`config.mk`:
```
export PLATFORM = sky130hd
export DESIGN_NAME = rtsp_request_head_parser
export DESIGN_NICKNAME = d
export VERILOG_FILES = /design/src/rhp_pkg.sv /design/src/rtsp_request_head_parser.sv
export SDC_FILE = /design/constraint.sdc
export NUM_CORES = 1
export LEC_CHECK = 0
export BUFFER_PORTS_ARGS = -buffer_cell sky130_fd_sc_hd__buf_2
export CORE_MARGIN = 4
export CORE_UTILIZATION = 53
export DETAILED_ROUTE_END_ITERATION = 8
export PLACE_DENSITY = 0.76
export SLEW_MARGIN = 20
export SYNTH_ARGS = -nofsm -noshare
export SYNTH_HDL_FRONTEND = slang
export SYNTH_SLANG_ARGS = --single-unit
```
`constraint.sdc`:
```
create_clock -name clk -period 2.4 [get_ports clk]
set_input_delay 0.48 -clock clk [delete_from_list [all_inputs] [get_ports clk]]
set_output_delay 0.48 -clock clk [all_outputs]
set_load 0.01 [all_outputs]
```
`src/rhp_pkg.sv`:
```
// ----------------------------------------------------------------------------
// rhp_pkg: shared types and constants for the RTSP request head parser
// Parser phases, result codes, character kinds and byte class functions.
// ----------------------------------------------------------------------------
package rhp_pkg;

  typedef enum logic [4:0] {
    PH_METHOD_START = 5'd0,
    PH_METHOD       = 5'd1,
    PH_URI          = 5'd2,
    PH_R            = 5'd3,
    PH_T            = 5'd4,
    PH_S            = 5'd5,
    PH_P            = 5'd6,
    PH_SLASH        = 5'd7,
    PH_VMAJOR       = 5'd8,
    PH_VDOT         = 5'd9,
    PH_VMINOR       = 5'd10,
    PH_NL1          = 5'd11,
    PH_HSTART       = 5'd12,
    PH_HNAME        = 5'd13,
    PH_HSPACE       = 5'd14,
    PH_HVALUE       = 5'd15,
    PH_HVNL         = 5'd16,
    PH_EOH          = 5'd17
  } phase_t;

  typedef enum logic [2:0] {
    ST_GOING       = 3'd0,
    ST_GOOD        = 3'd1,
    ST_BAD_METHOD  = 3'd2,
    ST_BAD_URI     = 3'd3,
    ST_BAD_PROTO   = 3'd4,
    ST_BAD_VERSION = 3'd5,
    ST_BAD_HEADER  = 3'd6,
    ST_BAD_END     = 3'd7
  } status_t;

  typedef enum logic [2:0] {
    KIND_NONE   = 3'd0,
    KIND_METHOD = 3'd1,
    KIND_URI    = 3'd2,
    KIND_HNAME  = 3'd3,
    KIND_HVALUE = 3'd4
  } kind_t;

  localparam logic [7:0] CH_CR    = 8'd13;
  localparam logic [7:0] CH_LF    = 8'd10;
  localparam logic [7:0] CH_SPACE = 8'h20;
  localparam logic [7:0] CH_COLON = 8'h3a;
  localparam logic [7:0] CH_R     = 8'h52;
  localparam logic [7:0] CH_T     = 8'h54;
  localparam logic [7:0] CH_S     = 8'h53;
  localparam logic [7:0] CH_P     = 8'h50;
  localparam logic [7:0] CH_SLASH = 8'h2f;
  localparam logic [7:0] CH_ONE   = 8'h31;
  localparam logic [7:0] CH_DOT   = 8'h2e;
  localparam logic [7:0] CH_ZERO  = 8'h30;
  localparam logic [7:0] CH_DEL   = 8'd127;
  localparam logic [7:0] CH_CTL_MAX = 8'd31;

  // Control characters: 0..31 and DEL
  function automatic logic is_ctl(input logic [7:0] c);
    return (c <= CH_CTL_MAX) || (c == CH_DEL);
  endfunction

  // Separator set of the request grammar
  function automatic logic is_sep(input logic [7:0] c);
    logic r;
    case (c) inside
      8'h28, 8'h29, 8'h3c, 8'h3e, 8'h40, 8'h2c, 8'h3b, 8'h3a, 8'h5c, 8'h22,
      8'h2f, 8'h5b, 8'h5d, 8'h3f, 8'h3d, 8'h7b, 8'h7d, 8'h20, 8'h09: r = 1'b1;
      default: r = 1'b0;
    endcase
    return r;
  endfunction

  // Token characters: 7-bit, not control, not separator
  function automatic logic is_token(input logic [7:0] c);
    return !c[7] && !is_ctl(c) && !is_sep(c);
  endfunction

  // Expected byte of each phase of the protocol literal
  function automatic logic [7:0] lit_char(input phase_t ph);
    logic [7:0] r;
    case (ph)
      PH_R:      r = CH_R;
      PH_T:      r = CH_T;
      PH_S:      r = CH_S;
      PH_P:      r = CH_P;
      PH_SLASH:  r = CH_SLASH;
      PH_VMAJOR: r = CH_ONE;
      PH_VDOT:   r = CH_DOT;
      default:   r = CH_ZERO;
    endcase
    return r;
  endfunction

endpackage

```
`src/rtsp_request_head_parser.sv`:
```
// A byte is held in the input register and its result goes to the result register.
// Throughput: one byte per cycle while the receiver does not stall; the phase
// decode sits in one stage between the input register and the result register,
// and the result register is loaded whenever it is empty or being taken.
// Reset (synchronous): phase to method start, prior byte to zero, both
// valid flags cleared.
// ----------------------------------------------------------------------------
// rtsp_request_head_parser: byte-serial RTSP request head parser
// Tags each byte as method, URI, header name or header value character and
// reports parse status per byte.
// ----------------------------------------------------------------------------
module rtsp_request_head_parser (
  input  logic       clk,
  input  logic       rst,
  input  logic       in_valid,
  output logic       in_stall,
  input  logic [7:0] in_byte,
  output logic       out_valid,
  input  logic       out_stall,
  output logic [2:0] status,
  output logic [2:0] char_kind,
  output logic [7:0] char_out,
  output logic       new_header
);
  import rhp_pkg::*;

  logic       in_full;
  logic [7:0] byte_r;
  logic       advance;
  phase_t     phase;
  phase_t     phase_next;
  logic [7:0] prior_byte;
  status_t    st_c;
  kind_t      kind_c;
  logic       newh_c;
  logic       crlf;
  logic       is_lit;

  // Move the held beat into the result register when it is free
  assign advance  = in_full && (!out_valid || !out_stall);
  assign in_stall = in_full && !advance;
  assign crlf     = (byte_r == CH_CR) || (byte_r == CH_LF);
  assign is_lit   = (phase >= PH_R) && (phase <= PH_VMINOR);

  // Hold the input beat
  always_ff @(posedge clk) begin
    if (rst) begin
      in_full <= 1'b0;
    end else if (in_valid && !in_stall) begin
      in_full <= 1'b1;
    end else if (advance) begin
      in_full <= 1'b0;
    end
    if (in_valid && !in_stall) begin
      byte_r <= in_byte;
    end
  end

  // Next phase
  always_comb begin
    phase_next = phase;
    unique case (phase)
      PH_METHOD_START: begin
        if (is_token(byte_r)) phase_next = PH_METHOD;
      end
      PH_METHOD: begin
        if (byte_r == CH_SPACE) phase_next = PH_URI;
      end
      PH_URI: begin
        if (byte_r == CH_SPACE) phase_next = PH_R;
      end
      PH_R, PH_T, PH_S, PH_P, PH_SLASH, PH_VMAJOR, PH_VDOT, PH_VMINOR: begin
        if (byte_r == lit_char(phase)) phase_next = phase_t'(phase + 5'd1);
      end
      PH_NL1, PH_HSTART, PH_HVNL: begin
        if (phase == PH_HVNL && crlf) begin
          phase_next = phase;
        end else if (phase != PH_HSTART && byte_r == CH_LF) begin
          phase_next = PH_HSTART;
        end else if (phase != PH_HSTART && byte_r == CH_CR) begin
          phase_next = PH_NL1;
        end else if (crlf) begin
          phase_next = PH_EOH;
        end else if (is_token(byte_r)) begin
          phase_next = PH_HNAME;
        end else begin
          phase_next = PH_HSTART;
        end
      end
      PH_HNAME: begin
        if (byte_r == CH_COLON) phase_next = PH_HSPACE;
      end
      PH_HSPACE, PH_HVALUE: begin
        if (phase == PH_HSPACE && byte_r == CH_SPACE) begin
          phase_next = phase;
        end else if (crlf) begin
          phase_next = PH_HVNL;
        end else begin
          phase_next = PH_HVALUE;
        end
      end
      default: phase_next = phase;
    endcase
  end

  // Result of the held byte
  always_comb begin
    st_c   = ST_GOING;
    kind_c = KIND_NONE;
    newh_c = 1'b0;
    unique case (phase)
      PH_METHOD_START: begin
        if (!is_token(byte_r)) st_c = ST_BAD_METHOD;
        else kind_c = KIND_METHOD;
      end
      PH_METHOD: begin
        if (byte_r == CH_SPACE) st_c = ST_GOING;
        else if (!is_token(byte_r)) st_c = ST_BAD_METHOD;
        else kind_c = KIND_METHOD;
      end
      PH_URI: begin
        if (byte_r == CH_SPACE) st_c = ST_GOING;
        else if (is_ctl(byte_r)) st_c = ST_BAD_URI;
        else kind_c = KIND_URI;
      end
      PH_R, PH_T, PH_S, PH_P, PH_SLASH: begin
        if (byte_r != lit_char(phase)) st_c = ST_BAD_PROTO;
      end
      PH_VMAJOR, PH_VDOT, PH_VMINOR: begin
        if (byte_r != lit_char(phase)) st_c = ST_BAD_VERSION;
      end
      PH_NL1, PH_HSTART, PH_HVNL: begin
        if (phase == PH_HVNL && crlf) begin
          if (byte_r == prior_byte) st_c = ST_GOOD;
        end else if (phase != PH_HSTART && byte_r == CH_LF) begin
          st_c = ST_GOING;
        end else if (phase != PH_HSTART && byte_r == CH_CR) begin
          if (prior_byte == CH_CR) st_c = ST_GOOD;
        end else if (crlf) begin
          st_c = ST_GOING;
        end else if (!is_token(byte_r)) begin
          st_c = ST_BAD_HEADER;
        end else begin
          kind_c = KIND_HNAME;
          newh_c = 1'b1;
        end
      end
      PH_HNAME: begin
        if (byte_r == CH_COLON) st_c = ST_GOING;
        else if (!is_token(byte_r)) st_c = ST_BAD_HEADER;
        else kind_c = KIND_HNAME;
      end
      PH_HSPACE, PH_HVALUE: begin
        if (phase == PH_HSPACE && byte_r == CH_SPACE) st_c = ST_GOING;
        else if (crlf) st_c = ST_GOING;
        else if (is_ctl(byte_r)) st_c = ST_BAD_HEADER;
        else kind_c = KIND_HVALUE;
      end
      PH_EOH: begin
        if (byte_r == CH_CR) st_c = ST_GOING;
        else if (byte_r == CH_LF) st_c = ST_GOOD;
        else st_c = ST_BAD_END;
      end
      default: st_c = ST_GOING;
    endcase
  end

  // Advance parser state and load the result register
  always_ff @(posedge clk) begin
    if (rst) begin
      phase      <= PH_METHOD_START;
      prior_byte <= 8'd0;
      out_valid  <= 1'b0;
    end else begin
      if (advance) begin
        phase      <= phase_next;
        prior_byte <= byte_r;
        out_valid  <= 1'b1;
      end else if (!out_stall) begin
        out_valid  <= 1'b0;
      end
    end
    if (advance) begin
      status     <= st_c;
      char_kind  <= kind_c;
      char_out   <= (kind_c != KIND_NONE) ? byte_r : 8'd0;
      new_header <= newh_c;
    end
  end

  // Checks
  a_char_zero: assert property (@(posedge clk) disable iff (rst)
    out_valid && (char_kind == KIND_NONE) |-> char_out == 8'd0)
    else $error("char_out set without a character kind");

  a_newh_kind: assert property (@(posedge clk) disable iff (rst)
    out_valid && new_header |-> char_kind == KIND_HNAME)
    else $error("new header flag on a non header-name byte");

  a_phase_hold: assert property (@(posedge clk) disable iff (rst)
    !advance |=> $stable(phase) && $stable(prior_byte))
    else $error("parser state moved without a beat");

  a_prior_track: assert property (@(posedge clk) disable iff (rst)
    advance |=> prior_byte == $past(byte_r))
    else $error("prior byte not the last parsed byte");

  a_lit_no_char: assert property (@(posedge clk) disable iff (rst)
    advance && is_lit |=> char_kind == KIND_NONE)
    else $error("protocol literal byte tagged as a character");

endmodule

```
==> results by stage, run 1 <==
Clock tree:
- The clock tree buffer depth is 2.
- The deepest level of the CTS H-tree is 2.
- The total clock buffers created by CTS is 5.
- The number of hold buffers added after CTS was 0.
- After clock tree synthesis, the clock-pin slew on the worst setup and hold paths is 80 ps.
- The tree built by TritonCTS fans out to 38 sinks.
- At the later pin of the worst-skew pair, clock insertion delay measures 300 ps.
- The root buffer cell chosen for the clock tree is clkbuf_8.
- The CTS tree is done.

Setup path:
- In this run the worst setup path begins at phase[0].
- Walking the worst path, the cells encountered are inv_6 > ha_4 > or2_4 > a22o_1 > buf_4 > a211o_1 > or4_4 > and2_4 > a31oi_2 > a211oi_1.
- Among cell families on the critical path, the largest total delay comes from simple AND/OR/NAND/NOR gates.
- Measured in cells, the most critical reg-to-reg path has a length of 10.
- The maximum cell stage delay along the critical path is 430 ps.
- The data required time at the worst endpoint is 2570 ps.
- The worst register-to-register path has a setup slack of -90 ps.
- STA classifies the critical path endpoint as a register.
- The buffering stage count on the worst path with inverters included is 2.
- STA classifies the critical path startpoint as a register.
- The critical-path maximum fanout is 5.
- The cell with the largest stage delay on the worst path is or4_4.
- The critical path is of the register to register type.
- The capture point of the worst reg-to-reg path is phase[0].
- The reg-to-reg startpoint is phase[0].
- The data arrival time of the critical path is 2660 ps.

Timing:
- The worst relative slew slack is 0.5608.
- Setup violations remaining at the end of the flow were counted as 5.
- The max-slew violation count was 0.
- Setup repair after global routing could not meet its margin everywhere.
- The clock skew is 8.643 ps.
- The final hold violation count is 0.
- Static timing analysis puts the maximum clock frequency at 0.4023 GHz.
- In the finished design, the share of the clock period the worst path needs comes to 1.036.
- In the final timing run, aggregate negative setup slack is -305.8 ps.
- The least setup slack across all paths after layout is -85.40 ps.
- The worst hold margin is 347.8 ps.
- The routed design could run at a clock period as short as 2485 ps.
- At the pin with the least slew margin, the transition time is 650.6 ps.

Layout:
- Measured on the finished design, the core utilization comes to 0.7368.
- The sequential cell area is 998.5 um2.
- Summing all non-filler instances in the final layout gives an area of 3503 um2.
- The multi-input combinational cells in the finished layout cover a total of 1617 um2.
- Relative to the synthesized area, the layout overhead comes to 34.49%.
- Counting the fill cells in the layout gives 373.
- In the final design database the tool counted 401 nets.
- Of the cells placed in the final design, the portion with a size suffix greater than 1 is 0.3506.
- The repair_antennas step left the layout with diodes totalling 0.

Die:
- The number of primary I/O pins is 29.
- The floorplan row count is 25.
- The initial utilization of the core area, before any placement, comes to 0.5479.
- The region available for standard cell placement spans 4755 um2.
- The die footprint is 6100 um2.
- From bottom edge to top edge, the die measures 78.11 um.
- The horizontal die dimension is 78.11 um.

Global route:
- The global-route usage over all layers is 0.2685.
- After global routing the overflow that remains totals 0.
- Entering global routing, the biggest net connects 24 pins.
- The first global-routing pass estimated 12.97 mm of wire.
- The via count of the first global-routing pass is 2749.
- The initial antenna violation count came to 0.

Routing:
- For this block, the routed nets add up to 7.691 mm of wire.
- Across all layers, the routed design uses 2705 vias.
- The detail-routed net length per standard cell is 17.02 um.
- The count of nets left with antenna violations once routing finished came out at 0.
- The pre-antenna-repair detailed-routing pass consisted of 7 iterations.
- The routed via count divided by cell count is 5.985.
- For this run, design rule violations remaining after detail routing come to 0.
- The detailed router's first-iteration violation count is 277.

Hold path:
- The number of cells on the worst hold path is 1.
- The worst hold path endpoint is byte_r[6].
- The startpoint of the tightest hold check path is in_byte[6].
- The tightest min-delay check is of the input port to register type.

Yosys:
- The part of the Yosys area used for sequential elements is 0.3804.
- After synthesis, the cell types taking the most area are edfxtp_1 (27%), dfxtp_1 (12%), nand2_1 (4.2%), a21oi_1 (3.7%), nor2_1 (3.5%).
- The net count of the mapped netlist is 315.
- Among all flip-flop cells after synthesis, the most frequent one is edfxtp_1.
- In this run, synthesis produced a sequential element count of 38.
- The proportion of register bits with asynchronous set or reset after synthesis is 0.
- The number of flops mapped to enable cells by yosys is 23.
- The mean instance size in the synthesized netlist is 8.742 um2.
- The post-synthesis cell type with the largest combined area is edfxtp_1.
- Counting every instance in the synthesized netlist gives 298.
- The portion of synthesized cell area occupied by the leading cell type is 0.2651.
- The number of warnings reported in the yosys synthesis log is 0.
- The synthesized netlist occupies a cell area of 2605 um2.
- The synthesized netlist contains 67 unique library cells.

Power and ir drop:
- IR analysis of the VDD net gives a maximum drop of 0.0006615 V.
- The power density over cell area is 1157 nW/um2.
- The static leakage is 1.430 nW.

Status:
- The flow ran to the end, but the final reports show violations.
- The final reports fail on negative setup slack.

Placement:
- After legalization and detailed placement, the total HPWL measured 5.699 mm.
- The final weighted congestion in routability-driven placement is 0.9739.
- In this run the tool buffered the top-level ports with 28 buffer cells.
- After detailed placement, the total cell area comes to 3259 um2.
- OpenSTA, run right after detailed placement, puts the worst setup slack at -142.1 ps.

Job:
- Across the run, the number of max-cap violations was 0.
-- Yosys cell counts, drive strengths merged (5+ instances only) --
library cell,count
inv,9
nand4b,5
nand2,30
nand4,5
and3,6
nor3,5
nor4,6
edfxtp,23
ha,5
nand2b,6
a31oi,7
xor2,8
nor3b,5
nor2,24
nor2b,7
dfxtp,15
o21ai,14
nand3,7
clkbuf,14
a21oi,19
or4,5
-- cell families (layout without fill, tap and decap cells) --
logic type | after synthesis | in the layout | share of synthesized area
xor+xnor | 9 | 9 | 0.03026
mux | 2 | 2 | 0.01008
fa+ha+maj | 5 | 5 | 0.02402
buf+inv | 28 | 115 | 0.04466
compound gates | 84 | 84 | 0.2253
flops | 38 | 38 | 0.3804
simple gates | 132 | 132 | 0.2853
-- stage by stage --
step	std cells	total power [W]
4_1_cts	451	0.003871
3_5_place_dp	439	0.003253
3_3_place_gp	439	0.003244
6_report	452	0.004054
5_1_grt	452	0.004307
2_1_floorplan	298	0.002273
-- layout make-up --
cell class                 count  share of cell area
clock buffer                   5             0.01964
clock inverter                 3            0.004643
inverter                      10             0.01286
multi-input combinational    232              0.4614
sequential                    38              0.2850
tap                           67             0.02393
timing repair buffer          97              0.1925
-- sequential cells by signal, indices dropped and copies added, names as in the netlist --
name and count:
phase 5, char_kind 3, status 3, out_valid 1
in_full 1, byte_r 8, char_out 8, new_header 1
prior_byte 8
-- what timing repair did --
action,4_1_cts,5_1_grt
setup buffers,4,2
setup endpoints to repair,15,17
endpoints found under the hold margin,0,0
pin swaps,15,7
resized for setup,17,10
-- where the power goes --
part	switching, W	internal (W)	total [W]
registers	0.000109	0.000848	0.000957
clock network	0.000246	0.000199	0.000446
logic	0.00133	0.00132	0.00265
total	0.00169	0.00237	0.00405
-- routing by layer --
layer / part of all wire / GRT usage / vias to the layer above
li1: - / - / 1306
met1: 0.43 / 0.3472 / 1273
met2: 0.48 / 0.4384 / 101
met3: 0.058 / 0.04587 / 25
met4: 0.031 / 0.1241 / 0
met5: 0 / 0 / -
-- worst max path at each step --
stage | depth (start not counted) | slack [ps] | endpoint
after global routing | 9 | -200 | phase[0]
final | 10 | -90 | phase[0]
after detailed placement | 10 | -140 | phase[2]
after global placement | 10 | -100 | status[2]
after floorplan | 10 | 10 | phase[2]
after CTS | 10 | -40 | phase[2]
-- placed cells by master, fill, tap and decap left out, drive strengths merged, types with 5 or more instances in the layout --
cell     n
dfxtp   15
nor2b    7
nand2   30
and3     6
a31oi    7
nand4    5
inv      9
or4      5
a21oi   19
buf     97
xor2     8
clkbuf   5
o21ai   14
nand2b   6
edfxtp  23
nor3     5
nand4b   5
nand3    7
nor4     6
ha       5
nor3b    5
nor2    24
(Power assumes the default switching activity.)
==> run 2, diff against run 1 <==
--- a/config.mk
+++ b/config.mk
@@ -6,10 +6,12 @@
 export NUM_CORES = 1
 export LEC_CHECK = 0
 export BUFFER_PORTS_ARGS = -buffer_cell sky130_fd_sc_hd__buf_2
+export CELL_PAD_IN_SITES_DETAIL_PLACEMENT = 1
+export CELL_PAD_IN_SITES_GLOBAL_PLACEMENT = 2
 export CORE_MARGIN = 4
-export CORE_UTILIZATION = 53
+export CORE_UTILIZATION = 36
 export DETAILED_ROUTE_END_ITERATION = 8
-export PLACE_DENSITY = 0.76
+export PLACE_DENSITY_LB_ADDON = 0.1
 export SLEW_MARGIN = 20
 export SYNTH_ARGS = -nofsm -noshare
 export SYNTH_HDL_FRONTEND = slang
==> constraint.sdc (replaced) <==
create_clock -name clk -period 2.8 [get_ports clk]
set_input_delay 0.56 -clock clk [delete_from_list [all_inputs] [get_ports clk]]
set_output_delay 0.56 -clock clk [all_outputs]
set_load 0.01 [all_outputs]
==> run 2 against run 1 <==
  * The run now ends clean
  * Final cell count shrank 1.8%
  * Power fell by 23%
  * Register-to-register slack improved by 220 ps
  * Maximum frequency is 6.8% lower
  * First-iteration DRC count fell by 56%
  * Final area fell by 9.0%
  * Non-clock buffer count shrank 37
  * Clock power increased by 8.1%
  * Sequential share of layout area up 2.8 points
  * Largest cell class unchanged
  * Largest power group unchanged
==> results by stage, run 2 (synthesis gave the netlist of run 1 again) <==
Clock tree:
- The longest clock path from root to sink contains 2 buffers.
- The total clock buffers created by CTS is 5.
- Counting every sink on the clock net gives 38.
- The H-tree was split into 2 levels.
- The CTS tree is done.
- Clock tree synthesis selected as its root buffer the cell clkbuf_8.
- After clock tree synthesis, the clock-pin slew on the worst setup and hold paths is 90 ps.
- The clock insertion delay at the later pin of the skew report is 300 ps.

Setup path:
- The slowest stage of the critical path is the or4_4 cell.
- For this run, the slowest stage of the critical path takes 550 ps.
- Data on the critical path arrives at its endpoint at 2840 ps.
- The category of the critical setup timing path is register to register.
- The kind of cell adding the most delay to the critical path is simple AND/OR/NAND/NOR gates.
- In this run the worst path has a maximum fanout of 6.
- The kind of end point of the critical path is a register.
- Walking the worst path, the cells encountered are inv_1 > ha_2 > or2_2 > a22o_1 > a211o_1 > or4_4 > and2_4 > a31oi_1 > o31ai_1.
- The worst setup path is launched from a register.
- The capture point of the worst reg-to-reg path is phase[2].
- The buffering stage count on the worst path with inverters included is 1.
- The reg-to-reg startpoint is phase[0].
- For the worst flop-to-flop path, the logic depth is 9.
- Across all register-to-register paths, the minimum setup slack is 130 ps.
- Data on the critical path is required at its endpoint by 2970 ps.

Timing:
- The final count of negative-setup-slack endpoints is 0.
- The final hold violation count is 0.
- Setup repair after global routing left no endpoint under its margin.
- The share of the cycle needed by the critical path after routing is 0.9525.
- The clock skew is 6.283 ps.
- In this run the tightest slew margin relative to its limit is 0.6363.
- Summed over all failing endpoints, the final setup total negative slack is 0 ps.
- The maximum frequency from static timing analysis is 0.3750 GHz.
- The max-slew violation count was 0.
- Counting I/O delays and the setup requirement, the final critical path takes 2667 ps.
- Final hold analysis gives a worst-case slack of 433.9 ps.
- The slew at the pin closest to its max-slew limit is 538.7 ps.

Routing:
- After detailed routing, the number of remaining DRC violations is 0.
- After detailed routing, the number of vias per cell comes to 5.736.
- The routed via count is 2547.
- Before antenna repair, the detailed router went through 4 iterations.
- The total detailed-routing wirelength is 8.406 mm.
- The detailed router's first-iteration violation count is 121.
- Dividing the detail-routed wire length by the instance count gives 18.93 um.
- The count of nets left with antenna violations once routing finished came out at 0.

Power and ir drop:
- For this design the static power due to leakage is 1.240 nW.
- The logic gate share of total power is 0.580.
- The final total power is 0.003112 W.
- The sequential cell fraction of total power is 0.265.
- The share of power burned in the clock network is 0.155.
- The switching component of the power is 0.001357 W.
- The internal power consumption is 0.001755 W.
- The switching share of total power is 0.4359.
- The peak supply drop is 0.0003273 V.
- The power density over cell area is 976.5 nW/um2.

Global route:
- The total congestion overflow is 0.
- The pin count of the biggest net entering global routing is 24.
- The initial antenna violation count is 0.
- The global-route usage over all layers is 0.2037.
- The via count of the first global-routing pass is 2634.
- The global-route wire length before repair is 13.87 mm.

Placement:
- The final weighted congestion in routability-driven placement is 0.8268.
- The count of buffers added on input and output ports is 28.
- The detailed placement HPWL is 6.456 mm.

Layout:
- The final core utilization is 0.4614.
- The total of fill cells in the finished design is 854.
- The area growth from synthesis to final layout is 22.33%.
- The library cells used most frequently in the layout, excluding fill and tap cells, are buf_4 (32), nand2_1 (29), buf_2 (28), nor2_1 (24), edfxtp_1 (23).
- Leaving out fill and tap cells, the most frequent cell in the layout is buf_4.
- The layout net count is 364.
- 0 antenna diodes ended up in the layout.
- The largest registers in the layout are byte_r (8), char_out (8), prior_byte (8).
- In the final layout, the share of cells above drive strength 1 is 0.2672.

Hold path:
- The tightest min-delay check is of the input port to register type.
- The number of cells on the worst hold path is 1.
- The worst hold path terminates at byte_r[0].
- The startpoint of the tightest hold check path is in_byte[0].

Job:
- The tool flagged a number of max-cap violations equal to 0.

Die:
- The area of the core region is 6907 um2.
- The die footprint is 8661 um2.
- The floorplan step set the die width to 93.07 um.
- Measured along the y axis, the die boundary spans 93.07 um.
- After floorplanning, the core was divided into 30 placement rows.
- The initial utilization of the core area, before any placement, comes to 0.3772.
- 29 I/O pins were placed.

Status:
- The flow ran to the end, and the final reports show no timing, DRC or antenna violations.
## run 2: worst max path at each step
stage          startpoint          end  slack [ps]  cells past startpoint
2_1_floorplan    phase[0]     phase[2]         270                      9
3_3_place_gp     phase[0]  char_out[2]         110                      8
3_5_place_dp     phase[0]  char_out[0]          40                      8
4_1_cts          phase[0]  char_out[0]          30                      8
5_1_grt         byte_r[4]  char_out[0]          10                      7
6_report         phase[0]     phase[2]         130                      9
## run 2: cell type report
| cell class | count | area [um2] | share of cell area |
|---|---|---|---|
| multi-input cells | 232 | 1539 | 0.4829 |
| flip-flops and latches | 38 | 996.0 | 0.3125 |
| repair buffers | 60 | 380.4 | 0.1194 |
| well taps | 96 | 120.1 | 0.03769 |
| clock buffers | 5 | 68.82 | 0.02159 |
| clock inverters | 3 | 45.04 | 0.01413 |
| inverters | 10 | 37.54 | 0.01178 |
## run 2: metal layers
metal	part of all wire	wire [um]	vias to the layer above	GRT usage
li1	-	-	1221	-
met1	0.47	3927	1262	0.2680
met2	0.48	4028	57	0.3485
met3	0.043	359	7	0.03298
met4	0.011	91	0	0.05006
met5	0	0	-	0
## run 2: repair_timing
action / 4_1_cts / 5_1_grt
resized for setup: 0 / 13
hold buffers: 0 / 0
setup endpoints to repair: 0 / 15
setup buffers: 0 / 0
## run 2: metrics by stage
| stage | cells | instance area [um2] | worst slack (ps) |
|---|---|---|---|
| finish | 444 | 3187 | 133.1 |
| global route | 444 | 3187 | 11.85 |
| CTS | 444 | 3141 | 29.60 |
| detailed placement | 436 | 3027 | 44.52 |
| global placement | 436 | 3027 | 107.4 |
| floorplan | 298 | 2605 | 265.4 |
## run 2: power by group through the flow
stage	Sequential, W	Clock, W	Combinational (W)
5_1_grt	0.000840	0.000518	0.00198
3_3_place_gp	0.000823	0	0.00172
3_5_place_dp	0.000826	0	0.00173
4_1_cts	0.000812	0.000502	0.00174
6_report	0.000825	0.000482	0.00181
2_1_floorplan	0.000793	0	0.00114
